**src/design/rrt_ram.sv**
```systemverilog
`default_nettype none

module rrt_ram #(
  parameter int unsigned Width = 8,
  parameter int unsigned Depth = 16,
  localparam int unsigned AddrW = (Depth > 1) ? $clog2(Depth) : 1
) (
  input  wire logic                  clk_i,
  input  wire logic                  we_i,
  input  wire logic [AddrW-1:0]      waddr_i,
  input  wire logic [Width-1:0]      wdata_i,
  input  wire logic                  re_i,
  input  wire logic [AddrW-1:0]      raddr_i,
  output logic      [Width-1:0]      rdata_o
);

  logic [Width-1:0] mem_q [Depth];

  // Write port
  always_ff @(posedge clk_i) begin
    if (we_i) begin
      mem_q[waddr_i] <= wdata_i;
    end
  end

  // Registered read port
  always_ff @(posedge clk_i) begin
    if (re_i) begin
      rdata_o <= mem_q[raddr_i];
    end
  end

endmodule

`default_nettype wire

```
**config.mk**
```make
export PLATFORM = sky130hd
export DESIGN_NAME = rrt_ram
export DESIGN_NICKNAME = d
export VERILOG_FILES = /design/src/design/rrt_ram.sv
export SDC_FILE = /design/constraint.sdc
export NUM_CORES = 1
export LEC_CHECK = 0
export ABC_AREA = 1
export BUFFER_PORTS_ARGS = -buffer_cell sky130_fd_sc_hd__buf_2
export CORE_ASPECT_RATIO = 2
export CORE_MARGIN = 2
export CORE_UTILIZATION = 55
export CTS_CLUSTER_SIZE = 40
export DETAILED_ROUTE_END_ITERATION = 8
export PLACE_DENSITY = 0.73
export SLEW_MARGIN = 20
export SYNTH_ARGS = -nofsm -noshare
export SYNTH_HDL_FRONTEND = slang
export SYNTH_SLANG_ARGS = --single-unit
```
**constraint.sdc**
```tcl
create_clock -name clk_i -period 1.25 [get_ports clk_i]
set_input_delay 0.0625 -clock clk_i [delete_from_list [all_inputs] [get_ports clk_i]]
set_output_delay 0.0625 -clock clk_i [all_outputs]
set_load 0.05 [all_outputs]
```
==> summary.txt, run 1 <==
Power and ir drop
  • Pwr/cell area: 1640 nW/µm²
  • Part of the power in the clock network: 0.476
  • Pint: 8850 µW
  • Comb pwr share: 0.063
  • Switching share of power: 0.210
  • Final Power: 11200 µW
  • Peak supply drop: 1.90 mV
  • Leak pwr: 0.00297 µW
  • Seq pwr share: 0.462
  • P_sw: 2350 µW

Final layout
  • Ant diodes: 0
  • Final #Nets: 614
  • Final core utilization: 0.655
  • Final Cell Area: 6820 µm²
  • Layout cells sized above 1: 0.132
  • P&R area growth vs syn: 16.7%

CTS
  • CTS Hold Buffers Added: 0
  • Clock slew at reported path FFs: 0.06 ns
  • Root buf cell: clkbuf_16
  • CTS tree: yes
  • CTS sink cnt: 136
  • Setup bufs post-CTS: 0
  • H-tree levels: 4
  • Post-CTS sizing: 0
  • Clock Tree Buf Depth: 2
  • Worst-Skew Late Latency: 0.42 ns
  • Num CTS Buffers: 17

Detailed routing
  • Antenna Violating Nets Remaining: 0
  • Remaining DRCs: 0
  • First DRT Iteration DRCs: 284
  • Via density per instance: 5.29
  • WL per Instance: 17.9 µm
  • Drt total wl: 13300 µm
  • First-pass iteration count of the detailed router: 6
  • Via count: 3933

Synthesis
  • Register area share after synthesis: 0.698
  • Post-synthesis cell type count: 11
  • Top-count cell post-synth: nand2_1
  • Ys flop type: edfxtp_1
  • Synth cell count leaders: nand2_1 (173), edfxtp_1 (136), inv_1 (100), nand3_1 (97), nor2_1 (17)
  • Leading area contributor after synthesis: edfxtp_1
  • Area contributors post-synth: edfxtp_1 (70%), nand2_1 (11%), nand3_1 (8.3%)
  • EDFF count, synth: 136
  • Syn avg cell area: 10.6 µm²
  • FF+latch count, synth: 136
  • Post-Syn Instances: 551
  • Yosys top cell area share: 0.698
  • Synth warn: 0
  • Async set-reset flop share out of synthesis: 0
  • Post-synthesis net count: 570
  • Synthesized area: 5850 µm²

Setup path
  • Worst setup SP type: register
  • Setup CP Type: reg2reg
  • CP most frequent cell: nand3_1
  • Worst EP arrival: 1.31 ns
  • Reg2Reg Launch Point: mem_q[9][4]$_DFFE_PP_
  • CP required: 1.41 ns
  • Worst path cell trace: inv_1 > nand2_1 > nand3_1 > nand3_1 > nand3_1 > nand2_1
  • Crit path max fanout: 1
  • CP peak stage delay: 0.37 ns
  • Slowest CP cell: edfxtp_1
  • CP endpoint kind: register
  • Worst Setup SP: mem_q[9][4]$_DFFE_PP_

Min path
  • Hold Crit Start: re_i
  • Hold WC Path Type: in2reg

Timing
  • Worst hold slack: 0.0170 ns
  • FMAX: 869 MHz
  • Worst-Margin Slew: 0.576 ns
  • Final setup viols: 0
  • Final setup TNS: 0 ns
  • Fin crit share: 0.921
  • RSZ-0062 raised after global routing: false
  • Setup Skew: 0.0109 ns
  • Final Max Tran Viols: 0
  • Min Tclk post-route: 1.15 ns
  • Final hold violations: 0
  • Relative slew slack: 0.616

Die
  • Die X: 76.9 µm
  • DIE HEIGHT: 150 µm
  • Starting density of the core: 0.562
  • Die area: 11500 µm²
  • Row count: 53
  • Core area: 10400 µm²
  • I/O pin cnt: 27

Place
  • Dpl hpwl: 8780 µm
  • Port Buf Inserts: 26
  • Post-detailed-placement cell area: 6190 µm²
  • RePlAce Congestion: 0.905

Global routing
  • Vias in the first global route: 3820
  • Overflow after GRT: 0
  • Antenna violations before repair: 0
  • First-pass GRT wire length: 20400 µm
  • Total Routing Usage GR: 0.247
  • Largest net degree at the start of global routing: 65

Run
  • Max cap viols: 0

Status
  • Status: finished, final reports clean
[routing by layer]
| metal | routed length (µm) | part of all wire | vias to the layer above | global-route usage |
|---|---|---|---|---|
| met4 | 581 | 0.044 | 0 | 0.145 |
| met3 | 557 | 0.042 | 33 | 0.0428 |
| met5 | 0 | 0 | - | 0 |
| li1 | - | - | 1870 | - |
| met2 | 7380 | 0.55 | 140 | 0.450 |
| met1 | 4780 | 0.36 | 1890 | 0.266 |
[power groups by stage]
stage          clock (µW)  combinational, µW  sequential (µW)
6_report             5330                704             5170
5_1_grt              5580                767             5180
4_1_cts              5370                706             5170
3_5_place_dp            0                703             5270
3_3_place_gp            0                687             5260
2_1_floorplan           0                360             5330
[registers in the layout, indices dropped and copies added, names as in the netlist]
register  count
mem_q       128
rdata_o       8
[layout by cell type (no fill, tap or decap), drive strengths merged]
cell	Yosys	routed
clkbuf	0	18
nand2	173	173
nand3b	2	2
bufinv	0	5
clkinvlp	0	1
nand3	97	97
buf	24	49
nor2	17	17
edfxtp	136	136
clkinv	0	6
inv	102	103
[per-stage QoR]
stage          instances  setup slack (ns)
2_1_floorplan        551             0.237
3_3_place_gp         713           0.00586
3_5_place_dp         713           0.00859
4_1_cts              744            0.0851
5_1_grt              744            0.0152
6_report             744            0.0989
[logic make-up (layout without fill, tap and decap cells)]
kind of cell | count (synthesis) | after routing | synth area share
AND/OR/NAND/NOR | 289 | 289 | 0.208
flip-flops | 136 | 136 | 0.698
buffers and inverters | 126 | 182 | 0.0939
[worst max-delay path: cells and delay by family (launching register included)]
family	cells	cell delay [ns]
DFF	1	0.37
and+or+nand+nor	5	0.45
buffers and inverters	1	0.08
[cell type report]
cell class	count	area, µm²
inverter	102	383
timing repair buffer	49	340
multi-input combinational	289	1210
fill	820	3590
clock inverter	13	203
sequential	136	4080
tap	137	171
clock buffer	18	429
[final timing paths]
check                               to  slack [ns]  cells past startpoint
hold / removal    rdata_o[5]$_DFFE_PP_        0.02                      1
setup reg to reg  rdata_o[4]$_DFFE_PP_         0.1                      6
setup / recovery  rdata_o[4]$_DFFE_PP_         0.1                      6
hold reg to reg   rdata_o[6]$_DFFE_PP_        0.75                      6
No activity file was read; power rests on OpenSTA's default activity.
==> run 2, diff against run 1 <==
--- a/config.mk
+++ b/config.mk
@@ -6,13 +6,13 @@
 export NUM_CORES = 1
 export LEC_CHECK = 0
 export ABC_AREA = 1
-export BUFFER_PORTS_ARGS = -buffer_cell sky130_fd_sc_hd__buf_2
 export CORE_ASPECT_RATIO = 2
 export CORE_MARGIN = 2
 export CORE_UTILIZATION = 55
 export CTS_CLUSTER_SIZE = 40
 export DETAILED_ROUTE_END_ITERATION = 8
-export PLACE_DENSITY = 0.73
+export DONT_BUFFER_PORTS = 1
+export PLACE_DENSITY = 0.7
 export SLEW_MARGIN = 20
 export SYNTH_ARGS = -nofsm -noshare
 export SYNTH_HDL_FRONTEND = slang
==> summary.txt, run 2 (synthesized netlist as in run 1, its figures left out) <==
Setup path
  • CP delay by family, top: simple AND/OR/NAND/NOR gates (unchanged)
  • Reg2Reg Depth: 6 (unchanged)
  • Crit path max fanout: 1 (unchanged)
  • CP required: 1.42 ns (was 1.41 ns)
  • Critical path depth: 6 (unchanged)
  • FF-to-FF setup slack: 0.07 ns (was 0.1 ns)
  • RR Endpoint: rdata_o[7]$_DFFE_PP_ (was rdata_o[4]$_DFFE_PP_)
  • Sum of buffers and inverters on the critical path: 1 (unchanged)
  • Crit path capture: rdata_o[7]$_DFFE_PP_ (was rdata_o[4]$_DFFE_PP_)
  • Worst setup SP type: register (unchanged)
  • Worst Setup SP: mem_q[4][7]$_DFFE_PP_ (was mem_q[9][4]$_DFFE_PP_)
  • Worst EP arrival: 1.35 ns (was 1.31 ns)
  • Reg2Reg Launch Point: mem_q[4][7]$_DFFE_PP_ (was mem_q[9][4]$_DFFE_PP_)
  • Slowest CP cell: edfxtp_1 (unchanged)
  • CP endpoint kind: register (unchanged)
  • Setup CP Type: reg2reg (unchanged)
  • Worst path cell trace: inv_1 > nand2_1 > nand3_1 > nand3_1 > nand3_1 > nand2_1 (unchanged)
  • CP peak stage delay: 0.37 ns (about the same)
  • CP most frequent cell: nand3_1 (unchanged)

Detailed routing
  • WL per Instance: 17.7 µm (was 17.9 µm)
  • Drt total wl: 12900 µm (was 13300 µm)
  • First-pass iteration count of the detailed router: 5 (was 6)
  • Via count: 3823 (was 3933)
  • Via density per instance: 5.24 (was 5.29)
  • First DRT Iteration DRCs: 333 (was 284)
  • Antenna Violating Nets Remaining: 0 (unchanged)
  • Remaining DRCs: 0 (unchanged)

Place
  • Port Buf Inserts: 0 (was 26)
  • Dpl hpwl: 8060 µm (was 8780 µm)
  • RePlAce Congestion: 0.837 (was 0.905)
  • Post-detailed-placement cell area: 6050 µm² (was 6190 µm²)
  • Placed cells: 686 (was 713)
  • Pre-CTS setup slack: 0.0891 ns (was 0.00859 ns)

Global routing
  • Largest net degree at the start of global routing: 66 (was 65)
  • Vias in the first global route: 3844 (was 3820)
  • Antenna violations before repair: 0 (unchanged)
  • Total Routing Usage GR: 0.243 (was 0.247)
  • First-pass GRT wire length: 20300 µm (was 20400 µm)
  • Overflow after GRT: 0 (unchanged)

Final layout
  • Reg with most FFs: mem_q (unchanged)
  • Final #Nets: 599 (was 614)
  • Largest registers: mem_q: 128 flops, rdata_o: 8 flops (unchanged)
  • Max FFs per register: 128 (unchanged)
  • Ant diodes: 0 (unchanged)
  • Final Cell Area: 6810 µm² (was 6820 µm²)
  • Most common cell after layout, fill and taps aside: nand2_1 (unchanged)
  • Layout cells sized above 1: 0.0878 (was 0.132)
  • Post-Layout Cell Count: 729 (was 744)
  • P&R area growth vs syn: 16.4% (was 16.7%)
  • Commonest cells after routing, fill and taps aside: nand2_1 (173), edfxtp_1 (136), inv_1 (100) (unchanged)
  • FILL cells: 822 (was 820)

Die
  • Die area: 11500 µm² (unchanged)
  • Die X: 76.9 µm (unchanged)
  • Core area: 10400 µm² (unchanged)
  • DIE HEIGHT: 150 µm (unchanged)
  • Starting density of the core: 0.562 (unchanged)
  • Row count: 53 (unchanged)
  • I/O pin cnt: 27 (unchanged)

Timing
  • Relative slew slack: 0.493 (was 0.616)
  • Fin worst setup slack: 0.0698 ns (was 0.0989 ns)
  • Final setup TNS: 0 ns (unchanged)
  • Setup Skew: 0.00470 ns (was 0.0109 ns)
  • Worst-Margin Slew: 0.758 ns (was 0.576 ns)
  • Final setup viols: 0 (unchanged)
  • Fin crit share: 0.944 (was 0.921)
  • Min Tclk post-route: 1.18 ns (was 1.15 ns)
  • FMAX: 847 MHz (was 869 MHz)
  • RSZ-0062 raised after global routing: false (unchanged)
  • Final Max Tran Viols: 0 (unchanged)
  • Final hold violations: 0 (unchanged)

CTS
  • Root buf cell: clkbuf_16 (unchanged)
  • CTS tree: yes (unchanged)
  • Clock Tree Buf Depth: 2 (unchanged)
  • Num CTS Buffers: 17 (unchanged)
  • CTS sink cnt: 136 (unchanged)
  • H-tree levels: 4 (unchanged)
  • Setup bufs post-CTS: 0 (unchanged)
  • Worst-Skew Late Latency: 0.41 ns (was 0.42 ns)
  • Clock slew at reported path FFs: 0.06 ns (about the same)

Power and ir drop
  • Pwr/cell area: 1630 nW/µm² (was 1640 nW/µm²)
  • Peak supply drop: 1.48 mV (was 1.90 mV)
  • Final Power: 11100 µW (was 11200 µW)
  • Leak pwr: 0.00290 µW (was 0.00297 µW)

Status
  • Status: finished, final reports clean (unchanged)

Run
  • Max cap viols: 0 (unchanged)

Min path
  • Hold WC Path Type: in2reg (unchanged)
## run 2: cell count changes in the layout (fill, tap and decap cells not counted), sizes merged
cell	change
buf	-27
dlygate4sd3	+12
clkinv	-2
clkinvlp	+2
## run 2: worst min-delay path by stage
stage,slack [ns],to,startpoint,cells past startpoint
floorplan,0.16,mem_q[0][0]$_DFFE_PP_,wdata_i[0],0
global placement,0.16,mem_q[11][4]$_DFFE_PP_,wdata_i[4],0
detailed placement,0.16,mem_q[11][4]$_DFFE_PP_,wdata_i[4],0
CTS,0.002,rdata_o[7]$_DFFE_PP_,raddr_i[2],3
global route,0.003,rdata_o[7]$_DFFE_PP_,raddr_i[2],3
finish,0.01,rdata_o[0]$_DFFE_PP_,raddr_i[1],4
## run 2: power breakdown
group	switching [µW]	total [µW]	internal, µW
logic	366	548	181
registers	106	5250	5140
clock network	1800	5320	3510
## run 2: stage by stage
step	util	hold slack [ns]
floorplan	-	0.161
global placement	0.582	0.162
detailed placement	0.582	0.162
CTS	0.654	0.00159
global route	0.654	0.00267
finish	0.654	0.0130
## run 2: cell type report
class	instances	area (µm²)	share of cell area
multi-input cells	289	1210	0.178
clock inverters	13	203	0.0298
repair buffers	34	323	0.0474
inverters	102	383	0.0562
well taps	137	171	0.0252
flip-flops and latches	136	4080	0.600
clock buffers	18	429	0.0631
## run 2: worst register-to-register path, delay by kind of cell (launching register included)
| family | cells | cell delay, ns |
|---|---|---|
| buffers and inverters | 1 | 0.06 |
| DFF | 1 | 0.37 |
| and+or+nand+nor | 5 | 0.51 |
## run 2: metal layers
layer  global-route usage  wire length, µm  share of wire  vias to the layer above
met2                0.415             6760           0.52                      143
met1                0.274             4670           0.36                     1806
met5                    0                0              0                        -
met4                0.143              679          0.052                        0
met3               0.0591              825          0.064                       39
li1                     -                -              -                     1835
## run 2: repair_timing
| item | CTS | global route |
|---|---|---|
| hold buffers | 12 | 0 |
| gates resized for setup | 0 | 0 |
| endpoints found under the hold margin | 144 | 0 |
| endpoints found under the setup margin | 0 | 0 |
